==> src/hdl/cpf_pkg.sv <==
// Shared types and constants for the constant propagation folder.
`timescale 1ns / 1ps
package cpf_pkg;
   localparam logic [2:0] OP_ADD    = 3'd0;
   localparam logic [2:0] OP_SUB    = 3'd1;
   localparam logic [2:0] OP_MUL    = 3'd2;
   localparam logic [2:0] OP_DIV    = 3'd3;
   localparam logic [2:0] OP_ASSIGN = 3'd4;

   localparam int REQ_BITS = 80;
   localparam int RSP_BITS = 112;

   // start/result bundle between control and divider
   typedef struct packed {
      logic        start;
      logic [30:0] dividend;
      logic [30:0] divisor;
   } div_req_type;

   typedef struct packed {
      logic        done;
      logic [30:0] quotient;
   } div_rsp_type;
endpackage

==> src/hdl/cpf_divider.sv <==
// Restoring divider, one quotient bit per cycle, for non-negative 31-bit operands.
`timescale 1ns / 1ps
module cpf_divider (
   input  logic                 clock,
   input  logic                 reset,
   input  cpf_pkg::div_req_type div_req,
   output cpf_pkg::div_rsp_type div_rsp
);
   import cpf_pkg::*;

   logic [30:0] quot_ff, quot_in;
   logic [30:0] rem_ff, rem_in;
   logic [30:0] dvs_ff, dvs_in;
   logic [4:0]  cnt_ff, cnt_in;
   logic        busy_ff, busy_in;
   logic        done_ff, done_in;
   logic [31:0] trial;

   // shift one dividend bit into the partial remainder and try to subtract
   always_comb begin
      quot_in = quot_ff;
      rem_in  = rem_ff;
      dvs_in  = dvs_ff;
      cnt_in  = cnt_ff;
      busy_in = busy_ff;
      done_in = 1'b0;
      trial   = {rem_ff, quot_ff[30]} - {1'b0, dvs_ff};
      if (div_req.start) begin
         quot_in = div_req.dividend;
         rem_in  = '0;
         dvs_in  = div_req.divisor;
         cnt_in  = 5'd30;
         busy_in = 1'b1;
      end else if (busy_ff) begin
         if (!trial[31]) begin
            rem_in = trial[30:0];
         end else begin
            rem_in = {rem_ff[29:0], quot_ff[30]};
         end
         quot_in = {quot_ff[29:0], ~trial[31]};
         cnt_in  = cnt_ff - 5'd1;
         if (cnt_ff == 5'd0) begin
            busy_in = 1'b0;
            done_in = 1'b1;
         end
      end
   end

   always_ff @(posedge clock) begin
      if (reset) begin
         busy_ff <= 1'b0;
         done_ff <= 1'b0;
      end else begin
         busy_ff <= busy_in;
         done_ff <= done_in;
      end
      quot_ff <= quot_in;
      rem_ff  <= rem_in;
      dvs_ff  <= dvs_in;
      cnt_ff  <= cnt_in;
   end

   assign div_rsp.done     = done_ff;
   assign div_rsp.quotient = quot_ff;
endmodule

==> config.mk <==
export PLATFORM = sky130hd
export DESIGN_NAME = cpf_divider
export DESIGN_NICKNAME = d
export VERILOG_FILES = /design/src/hdl/cpf_pkg.sv /design/src/hdl/cpf_divider.sv
export SDC_FILE = /design/constraint.sdc
export NUM_CORES = 1
export LEC_CHECK = 0
export ABC_AREA = 1
export BUFFER_PORTS_ARGS = -buffer_cell sky130_fd_sc_hd__buf_4
export CAP_MARGIN = 10
export CORE_ASPECT_RATIO = 1.5
export CORE_MARGIN = 2
export CORE_UTILIZATION = 40
export DETAILED_ROUTE_END_ITERATION = 10
export PLACE_DENSITY = 0.61
export SLEW_MARGIN = 20
export SYNTH_ARGS = -nofsm -noshare
export SYNTH_HDL_FRONTEND = slang
export SYNTH_SLANG_ARGS = --single-unit
==> constraint.sdc <==
create_clock -name clock -period 3.8 [get_ports clock]
set_clock_uncertainty 0.1 [all_clocks]
set_input_delay 0.19 -clock clock [delete_from_list [all_inputs] [get_ports clock]]
set_output_delay 0.19 -clock clock [all_outputs]
set_load 0.01 [all_outputs]
Word-level counts from Yosys, hierarchy flattened
Cells that the tools add are included.
Cells by class
  add/sub/neg operators: 2
  bitwise logic cells: 2
  muxes and demuxes: 7
  reductions and logical operators: 3
Operators by type and width (number)
  2-to-1 mux 31 bit: 3
  subtractor 32 x 31 -> 32 bit: 1
  zero test 5 bit: 1
  subtractor 5 x 1 -> 5 bit (second input constant): 1
  2-to-1 mux 1 bit: 4
  OR reduction 3 bit: 1
  NOT 1 bit: 2
  nonzero test 2 bit: 1
Storage, ports and cells
  bits of input ports: 65
  logic and storage cells: 20
  output and inout bits: 32
  register bits after elaboration: 100

Depth between registers and ports, before layout
Gate-level depths: netlist of the first run.
  word-level depth: 4
  gate-level depth with buffers: 18
  mapped depth without buffers: 17

Least setup slack after synthesis of the first run
Ideal clock, no wire load.
  path kind: reg2reg
  start point: register dvs_ff[17]
  end point: register quot_ff[0] (data pin)
  arrival time: 1.715 ns
  setup slack: 1.720 ns
  data required time: 3.434 ns
  buffers on the path: 1
  stages on the path, launching flop included: 14
  cell sequence: edfxtp_1 -> inv_1 -> ha_1 -> nand2_1 -> inv_2 -> nand2_1 -> nand2_1 -> nand2_1 -> nand2_1 -> a21oi_2 -> nand3_1 -> nand2_4 -> buf_6 -> o21ai_1
On the way
  cells in the longest elaborated chain, start to end: 4
Ends and longest elaborated chain
  start: declaration: RTL line cpf_divider.sv:13  | logic [30:0] dvs_ff, dvs_in;
  start signal: assignment: RTL line cpf_divider.sv:59  | dvs_ff <= dvs_in;
  subtractor 32 x 31 -> 32 bit: RTL line cpf_divider.sv:27  | trial = {rem_ff, quot_ff[30]} - {1'b0, dvs_ff};
  NOT 1 bit: RTL line cpf_divider.sv:40  | quot_in = {quot_ff[29:0], ~trial[31]};
  2-to-1 mux 31 bit: RTL line cpf_divider.sv:34  | end else if (busy_ff) begin
  2-to-1 mux 31 bit: RTL line cpf_divider.sv:28  | if (div_req.start) begin
  via quot_in[0]: RTL line cpf_divider.sv:11  | logic [30:0] quot_ff, quot_in;
  end signal: assignment: RTL line cpf_divider.sv:57  | quot_ff <= quot_in;
  end: declaration: RTL line cpf_divider.sv:11
The timed path passes the listed nets, and every way through them passes these cells. The select of a mux whose other input is x is not followed.
A chain may end at the register's enable or synchronous reset.

Worst setup path after layout of the first run
  start point: register dvs_ff[5]
  end point: register quot_ff[0] (data pin)
Same word-level chain as after synthesis.

==> results of run 1 <==
==> power by group through the flow <==
stage                     clock network (mW)  logic [mW]  registers, mW
after floorplan                            0       0.192           1.29
after global placement                     0       0.368           1.29
after detailed placement                   0       0.373           1.28
after CTS                              0.996       0.421           1.26
after global routing                    1.04       0.468           1.27
final                                  0.976       0.417           1.26
==> stage by stage <==
| step | util | total power, mW | hold WS [ps] |
|---|---|---|---|
| global route | 0.520 | 2.78 | 12.1 |
| detailed placement | 0.464 | 1.66 | 269 |
| CTS | 0.520 | 2.68 | 0.531 |
| finish | 0.520 | 2.65 | 11.2 |
| global placement | 0.464 | 1.65 | 268 |
| floorplan | - | 1.49 | 167 |
==> flip-flops by register name, indices dropped and copies added, names as in the netlist <==
signal,count
busy_ff,1
done_ff,1
quot_ff,31
rem_ff,31
dvs_ff,31
cnt_ff,5
==> critical path, cell delays in order (launching register included) <==
cell and delay, ps:
edfxtp_1 370, inv_1 70, ha_1 270, nand2_1 160
inv_1 70, a21oi_1 140, nand2_1 140, nand2_1 100
nand2_2 60, nand2_2 110, nand3_1 130, nand2_4 360
o21ai_1 100
==> logic make-up (layout without fill, tap and decap cells) <==
group	Yosys count	in the layout	synth area share
AO/OA/AOI/OAI	36	36	0.0289
XOR/XNOR	14	14	0.0185
adder cells (fa/ha/maj)	33	33	0.0635
buffers and inverters	223	378	0.133
flip-flops	100	100	0.396
AND/OR/NAND/NOR	588	588	0.361
==> synth_stat cells <==
master,count
a21oi_1,22
a21oi_2,1
a22oi_1,1
and2_1,5
buf_2,1
buf_4,1
buf_6,5
clkbuf_1,12
dfxtp_1,38
edfxtp_1,62
fa_1,1
ha_1,32
inv_1,200
inv_2,4
nand2_1,448
nand2_2,5
nand2_4,4
nand3_1,59
nand3_2,1
nand4_1,4
nor2_1,49
nor2_2,2
nor3_1,8
nor3_2,1
nor3_4,1
nor4_1,1
o21ai_0,5
o21ai_1,5
o21bai_1,2
xnor2_1,11
xor2_1,3
==> metal layers <==
| metal | vias to the layer above | global-route usage | part of all wire |
|---|---|---|---|
| met3 | 24 | 0.0315 | 0.032 |
| met4 | 0 | 0.0793 | 0.027 |
| li1 | 3294 | - | - |
| met2 | 110 | 0.366 | 0.52 |
| met1 | 2734 | 0.230 | 0.42 |
| met5 | - | 0 | 0 |
==> cell type report <==
class	count	share of cell area
clock buffer	9	0.0268
tap	206	0.0306
inverter	204	0.0910
timing repair buffer	158	0.159
multi-input combinational	671	0.372
sequential	100	0.312
clock inverter	7	0.00967
==> worst paths after layout <==
| path | endpoint | slack [ps] | start | depth (start not counted) |
|---|---|---|---|---|
| hold / removal | quot_ff[12] | 10 | div_req[43] | 3 |
| setup reg to reg | quot_ff[0] | 1350 | dvs_ff[5] | 12 |
| setup / recovery | quot_ff[0] | 1350 | dvs_ff[5] | 12 |
| hold reg to reg | rem_ff[2] | 380 | rem_ff[2] | 2 |
==> repair_timing <==
item,CTS,global route
endpoints found under the hold margin,60,0
hold buffers,59,0
buffers inserted,0,0
==> flow_metrics.env, run 1 <==
export IMPL_outcome="finished, final reports clean"
export IMPL_antenna_left=0
export IMPL_numPlacedInstances=1280
export IMPL_grt_pass1_vias=6113
export IMPL_drt_total_wl_um=16600
export IMPL_coreArea_um2=16200
export IMPL_seq_area_um2=2620
export IMPL_layout_common_cells="nand2_1, inv_1, buf_4"
export IMPL_grt_pass1_wl_um=28000
export IMPL_synthCells=994
export IMPL_start_util=0.409
export IMPL_avgSynthCellArea_um2=6.67
export IMPL_antenna_found_initial=0
export IMPL_power_frac_clock=0.368
export IMPL_yosys_warnings=0
export IMPL_startpoint_type="flip-flop"
export IMPL_ir_worst_vdd_mv=0.254
export IMPL_pwr_share_comb=0.157
export IMPL_avgViaCountPerCell=4.55
export IMPL_final_cell_area_um2=8410
export IMPL_slew_headroom=0.392
export IMPL_synth_top_area_frac=0.281
export IMPL_timing_worst_setup_path_type="flip-flop to flip-flop"
export IMPL_die_w_um=109
export IMPL_antennaDiodeCount=0
export IMPL_postPlaceCellArea_um2=7520
export IMPL_maxCapViolations=0
export IMPL_hold_viol=0
export IMPL_syn_nets=1092
export IMPL_fin_ws_ps=1350
export IMPL_vias=6162
export IMPL_clk_pin_slew_ps=80
export IMPL_p_leak_nw=4.59
export IMPL_end_kind="flip-flop"
export IMPL_tightestPinTransition_ps=912
export IMPL_die_y_um=162
export IMPL_dr_pass1_iters=5
export IMPL_syn_cell_area_um2=6630
export IMPL_seq_area_frac_synth=0.396
export IMPL_io_buffers=96
export IMPL_gp_congestion=0.938
export IMPL_cts_buffer_depth=2
export IMPL_track_usage=0.201
export IMPL_final_common_cell="nand2_1"
export IMPL_drt_iter0_drc=219
export IMPL_rsz0062_at_grt="false"
export IMPL_min_period_ps=2450
export IMPL_switchingPower_mw=0.707
export IMPL_stdcell_count=1355
export IMPL_setup_tns_final_ps=0
export IMPL_cellPowerDensity_nw_per_um2=315
export IMPL_hold_path_class="input pin to flip-flop"
export IMPL_cts_buffers=9
export IMPL_crit_fanout=32
export IMPL_dpl_hpwl_um=12100
export IMPL_placementRows=57
export IMPL_nets=1242
export IMPL_fmax_mhz=408
export IMPL_synth_seq_cells=100
export IMPL_cts_resized=0
export IMPL_cts_htree_levels=3
export IMPL_cts_sinks=100
export IMPL_die_area_um2=17600
export IMPL_pre_cts_ws_ps=1320
export IMPL_clk_root_buffer_cell="clkbuf_16"
export IMPL_pin_count=97
export IMPL_tritoncts="yes"
export IMPL_worst_endpoint_arrival_ps=2440
export IMPL_drc=0
export IMPL_wire_per_inst_um=12.2
export IMPL_setup_viol=0
export IMPL_grt_max_degree=73
export IMPL_synthTopCellsByArea="edfxtp_1, nand2_1, dfxtp_1"
export IMPL_switching_share=0.266
export IMPL_layout_drive_gt1_share=0.118
export IMPL_syn_to_final_growth_pct=27.0
export IMPL_required_ps=3790
export IMPL_n_fill_cell=1611
export IMPL_clk_latency_ps=360
export IMPL_multi_input_area_um2=3130
export IMPL_maxSlewViolCount=0
export IMPL_timing_final_crit_share=0.645
export IMPL_ys_types=31
export IMPL_p_int_mw=1.95
export IMPL_overflow=0
export IMPL_yosysTopAreaCell="edfxtp_1"
export IMPL_seq_power_share=0.475
(Power assumes the default switching activity.)
==> run 2: changes to the inputs <==
==> constraint.sdc (replaced) <==
create_clock -name clock -period 2.4 [get_ports clock]
set_clock_uncertainty 0.1 [all_clocks]
set_input_delay 0.12 -clock clock [delete_from_list [all_inputs] [get_ports clock]]
set_output_delay 0.12 -clock clock [all_outputs]
set_load 0.01 [all_outputs]
==> run 2 against run 1 <==
Against the previous run:
- via count up 3.0%
- wire length up 3.6%
- first-iteration DRC count up 16%
- sequential share of layout area down 1.4 points
- largest power group unchanged
- fmax up 8.6%
- register-to-register slack worse by 1200 ps
==> flow_metrics.env, run 2 (same netlist as run 1, synthesis figures left out) <==
export IMPL_stdcell_count=1384
export IMPL_clk_pin_slew_ps=80
export IMPL_overflow=0
export IMPL_avgViaCountPerCell=4.59
export IMPL_placementRows=57
export IMPL_setup_viol=0
export IMPL_wire_per_inst_um=12.4
export IMPL_cts_sinks=100
export IMPL_dr_pass1_iters=6
export IMPL_switching_share=0.267
export IMPL_syn_to_final_growth_pct=33.2
export IMPL_cts_buffer_depth=2
export IMPL_required_ps=2550
export IMPL_fmax_mhz=443
export IMPL_outcome="finished, final reports clean"
export IMPL_crit_fanout=16
export IMPL_maxSlewViolCount=0
export IMPL_timing_worst_setup_path_type="flip-flop to flip-flop"
export IMPL_end_kind="flip-flop"
export IMPL_maxCapViolations=0
export IMPL_gp_congestion=0.922
export IMPL_totalPowerFinal_mw=4.26
export IMPL_hold_viol=0
export IMPL_reg_top3="dvs_ff x31, quot_ff x31, rem_ff x31"
export IMPL_postPlaceCellArea_um2=7710
export IMPL_timing_final_crit_share=0.940
export IMPL_pin_count=97
export IMPL_pwr_share_comb=0.166
export IMPL_coreArea_um2=16200
export IMPL_antennaDiodeCount=0
export IMPL_tritoncts="yes"
export IMPL_hold_ws_ps=148
export IMPL_clk_latency_ps=360
export IMPL_cp_common_cell="nand2_1"
export IMPL_hold_path_class="input pin to flip-flop"
export IMPL_slew_headroom=0.410
export IMPL_antenna_left=0
export IMPL_ir_worst_vdd_mv=0.377
export IMPL_drt_iter0_drc=254
export IMPL_dpl_hpwl_um=12500
export IMPL_nets=1271
export IMPL_seq_power_share=0.468
export IMPL_cpPeakStageDelay_ps=380
export IMPL_startpoint_type="flip-flop"
export IMPL_die_y_um=162
export IMPL_layout_common_cells="nand2_1, inv_1, buf_4"
export IMPL_worst_endpoint_arrival_ps=2400
export IMPL_layout_drive_gt1_share=0.155
export IMPL_p_int_mw=3.13
export IMPL_path_cells="inv_1, ha_1, nand2_2, inv_2, nand2_1, nand2_1, nand2_1, nand2_1, a21oi_4, buf_6, nand2_4, nand2_2, nand2_4, buf_12, nor2_1, o21ai_1"
export IMPL_power_frac_clock=0.365
export IMPL_clk_root_buffer_cell="clkbuf_16"
export IMPL_switchingPower_mw=1.14
export IMPL_die_w_um=109
export IMPL_grt_pass1_wl_um=27800
export IMPL_fin_util=0.545
export IMPL_drt_total_wl_um=17200
export IMPL_reg2reg_slack_ps=150
export IMPL_grt_pass1_vias=6205
export IMPL_cellPowerDensity_nw_per_um2=483
export IMPL_die_area_um2=17600
export IMPL_track_usage=0.201
export IMPL_numPlacedInstances=1303
export IMPL_vias=6348
export IMPL_critPathBufInv=4
export IMPL_cts_htree_levels=3
export IMPL_tightestPinTransition_ps=884
export IMPL_final_common_cell="nand2_1"
export IMPL_n_fill_cell=1564
export IMPL_drc=0
export IMPL_slowest_stage="edfxtp_1"
export IMPL_grt_max_degree=53
export IMPL_crit_family="simple AND/OR/NAND/NOR gates"
export IMPL_min_period_ps=2250
export IMPL_antenna_found_initial=0
export IMPL_p_leak_nw=4.76
export IMPL_final_cell_area_um2=8820
export IMPL_cts_buffers=9
export IMPL_start_util=0.409
export IMPL_io_buffers=96
-- run 2: cell types whose count changed in the layout (fill, tap and decap cells not counted), sizes merged --
| cell | delta |
|---|---|
| nand2 | +1 |
| dlygate4sd3 | +4 |
| buf | +24 |
-- run 2: path summary, 6_finish.rpt --
| path | startpoint | to | depth (start not counted) |
|---|---|---|---|
| worst min register to register | cnt_ff[4] | cnt_ff[4] | 1 |
| worst min-delay path | div_req[62] | cnt_ff[0] | 2 |
| worst max register to register | dvs_ff[17] | rem_ff[27] | 16 |
| worst max-delay path | dvs_ff[17] | rem_ff[27] | 16 |
-- run 2: per-stage QoR --
stage	setup slack, ps	setup TNS (ps)
after floorplan	320	0
after global placement	90.8	0
after detailed placement	86.7	0
after CTS	39.0	0
after global routing	-8.30	-13.3
final	145	0
-- run 2: power by group through the flow --
stage / clock [mW] / combinational, mW / sequential [mW]
floorplan: 0 / 0.304 / 2.05
global placement: 0 / 0.604 / 2.03
detailed placement: 0 / 0.611 / 2.03
CTS: 1.60 / 0.693 / 2.00
global route: 1.65 / 0.789 / 2.01
finish: 1.56 / 0.710 / 2.00
-- run 2: cell type report --
| cell class | instances | area (um^2) | area share |
|---|---|---|---|
| clock inverter | 7 | 92.6 | 0.0105 |
| tap | 206 | 258 | 0.0292 |
| inverter | 204 | 766 | 0.0868 |
| clock buffer | 9 | 225 | 0.0255 |
| timing repair buffer | 186 | 1580 | 0.179 |
| sequential | 100 | 2620 | 0.297 |
| multi-input combinational | 672 | 3280 | 0.371 |
-- run 2: timing repair --
| item | CTS | global route |
|---|---|---|
| gates resized for setup | 0 | 27 |
| endpoints found under the hold margin | 64 | 0 |
| hold buffers | 63 | 0 |
| endpoints found under the setup margin | 0 | 31 |
| setup buffers | 0 | 1 |
-- run 2: per-layer routing --
metal / vias up / wire length [um] / track usage
met3: 31 / 749 / 0.0315
met5: - / 0 / 0
met4: 0 / 516 / 0.0787
met1: 2826 / 7010 / 0.222
met2: 144 / 8900 / 0.373
li1: 3347 / - / -
==> run 3: changes to the inputs <==
--- a/config.mk
+++ b/config.mk
@@ -13,6 +13,7 @@
 export CORE_UTILIZATION = 40
 export DETAILED_ROUTE_END_ITERATION = 10
 export PLACE_DENSITY = 0.61
+export REMOVE_ABC_BUFFERS = 1
 export SLEW_MARGIN = 20
 export SYNTH_ARGS = -nofsm -noshare
 export SYNTH_HDL_FRONTEND = slang
==> constraint.sdc (replaced) <==
create_clock -name clock -period 2.4 [get_ports clock]
set_clock_uncertainty 0.1 [all_clocks]
set_input_delay 0.48 -clock clock [delete_from_list [all_inputs] [get_ports clock]]
set_output_delay 0.48 -clock clock [all_outputs]
set_load 0.01 [all_outputs]
==> run 3 against run 2 <==
Against the previous run:
- total power decreased by 1.6%
- combinational power decreased by 9.9%
- clock power barely moved
- clock-buffer cell count increased by 3
- global-route usage increased by 0.34 points
- core utilization fell by 3.5 points
- sequential share of layout area is 2.0 points higher
- wire length shrank 1.5%
- cell count down 4.4%
- first-iteration DRC count is 3.5% higher
- critical path type unchanged
- flip-flop and latch count stayed put
==> flow_metrics.env, run 3 (same netlist as run 1, synthesis figures left out) <==
export IMPL_layout_common_cells="nand2_1, inv_1, buf_4"
export IMPL_cts_hold_buffers=0
export IMPL_timing_final_crit_share=0.930
export IMPL_seq_area_um2=2620
export IMPL_required_ps=2400
export IMPL_n_fill_cell=1606
export IMPL_clk_pin_slew_ps=70
export IMPL_die_area_um2=17600
export IMPL_final_common_cell="nand2_1"
export IMPL_dr_pass1_iters=5
export IMPL_tritoncts="yes"
export IMPL_tightestPinTransition_ps=884
export IMPL_cp_common_cell="nand2_2"
export IMPL_pin_count=97
export IMPL_antenna_found_initial=0
export IMPL_grt_pass1_vias=5905
export IMPL_die_y_um=162
export IMPL_ir_worst_vdd_mv=0.346
export IMPL_reg_top3="dvs_ff x31, quot_ff x31, rem_ff x31"
export IMPL_avgViaCountPerCell=4.53
export IMPL_pre_cts_ws_ps=85.7
export IMPL_io_buffers=96
export IMPL_hold_path_class="input pin to flip-flop"
export IMPL_clk_root_buffer_cell="clkbuf_16"
export IMPL_crit_fanout=10
export IMPL_multi_input_area_um2=3280
export IMPL_antenna_left=0
export IMPL_fmax_mhz=448
export IMPL_r2r_end="quot_ff[0]"
export IMPL_layout_drive_gt1_share=0.167
export IMPL_die_w_um=109
export IMPL_cellPowerDensity_nw_per_um2=508
export IMPL_path_cells="inv_1, ha_4, nand2_2, nor2_2, inv_2, nor3_4, and2_1, nand2_2, nand2_4, nand2_2, nand2_4, buf_12, o21ai_1"
export IMPL_r2r_start="dvs_ff[26]"
export IMPL_start_util=0.409
export IMPL_grt_max_degree=51
export IMPL_maxCapViolations=0
export IMPL_rsz0062_at_grt="true"
export IMPL_maxSlewViolCount=0
export IMPL_holdPathStages=2
export IMPL_nets=1210
export IMPL_cts_sinks=100
export IMPL_track_usage=0.204
export IMPL_coreArea_um2=16200
export IMPL_timing_worst_setup_path_type="flip-flop to flip-flop"
export IMPL_end_kind="flip-flop"
export IMPL_clk_latency_ps=360
export IMPL_vias=5998
export IMPL_cpPeakStageDelay_ps=320
export IMPL_reg2reg_slack_ps=170
export IMPL_antennaDiodeCount=0
export IMPL_fin_ws_ps=168
export IMPL_wire_per_inst_um=12.8
export IMPL_dpl_hpwl_um=12900
export IMPL_totalPowerFinal_mw=4.19
export IMPL_slowest_stage="edfxtp_1"
export IMPL_cts_htree_levels=3
export IMPL_critPathBufInv=3
export IMPL_drt_total_wl_um=16900
export IMPL_setup_tns_final_ps=0
export IMPL_crit_family="simple AND/OR/NAND/NOR gates"
export IMPL_drt_iter0_drc=263
export IMPL_slew_headroom=0.410
export IMPL_hold_viol=0
export IMPL_whs_endpoint="done_ff"
export IMPL_drc=0
export IMPL_min_delay_start="reset"
export IMPL_placementRows=57
export IMPL_overflow=0
export IMPL_outcome="finished, final reports clean"
export IMPL_worst_endpoint_arrival_ps=2240
export IMPL_grt_pass1_wl_um=28000
export IMPL_p_leak_nw=4.53
export IMPL_rr_worst_depth=13
export IMPL_fin_util=0.510
export IMPL_startpoint_type="flip-flop"
export IMPL_setup_viol=0
export IMPL_cts_buffer_depth=2
export IMPL_syn_to_final_growth_pct=24.6
export IMPL_min_period_ps=2230
export IMPL_cts_buffers=9
export IMPL_gp_congestion=0.924
## run 3: cell count changes in the layout (fill, tap and decap cells not counted), moves of 3 or more
| cell | change |
|---|---|
| nand2_2 | -4 |
| dlygate4sd3_1 | -63 |
| nand3_2 | +3 |
| nand2_1 | +4 |
| buf_12 | +4 |
## run 3: area by class of cell
type | count | area share
Clock buffer | 12 | 0.0312
Clock inverter | 4 | 0.00637
Inverter | 204 | 0.0928
Multi-Input combinational cell | 671 | 0.397
Sequential cell | 100 | 0.318
Tap cell | 206 | 0.0312
Timing Repair Buffer | 126 | 0.124
## run 3: through the flow
stage	instances	instance area (um^2)	hold WS, ps
final	1323	8260	192
after global routing	1323	8260	180
after floorplan	975	6510	344
after detailed placement	1306	7790	363
after CTS	1322	8100	179
after global placement	1306	7790	360
## run 3: how the worst max path moves through the flow
stage | from | to | slack, ps | depth (start not counted)
final | dvs_ff[26] | quot_ff[0] | 170 | 13
after global routing | dvs_ff[21] | rem_ff[22] | 0.3 | 15
after CTS | dvs_ff[21] | rem_ff[22] | 70 | 15
after detailed placement | dvs_ff[18] | quot_ff[0] | 90 | 13
after global placement | rem_ff[17] | rem_ff[19] | 90 | 14
after floorplan | div_req[62] | quot_ff[0] | -470 | 2
## run 3: power by group
group	switching (mW)	internal (mW)	total, mW
registers	0.0481	1.95	1.99
clock network	0.679	0.880	1.56
logic	0.357	0.283	0.640
## run 3: worst reg2reg max path, cell delays in order, from the launching register on
cell and delay [ps]:
edfxtp_1 320, inv_1 60, ha_4 300, nand2_2 90, nor2_2 150, inv_2 70
nor3_4 180, and2_1 160, nand2_2 90, nand2_4 80, nand2_2 60, nand2_4 120
buf_12 140, o21ai_1 60
## run 3: per-layer routing
metal	vias to the layer above	global-route usage	part of all wire
li1	3231	-	-
met1	2602	0.237	0.41
met2	141	0.366	0.51
met3	24	0.0420	0.053
met4	0	0.0688	0.025
met5	-	0	0
## run 3: what timing repair did
item | 4_1_cts | 5_1_grt
setup buffers | 0 | 1
gates resized for setup | 0 | 28
hold endpoints to repair | 0 | 0
endpoints found under the setup margin | 0 | 32
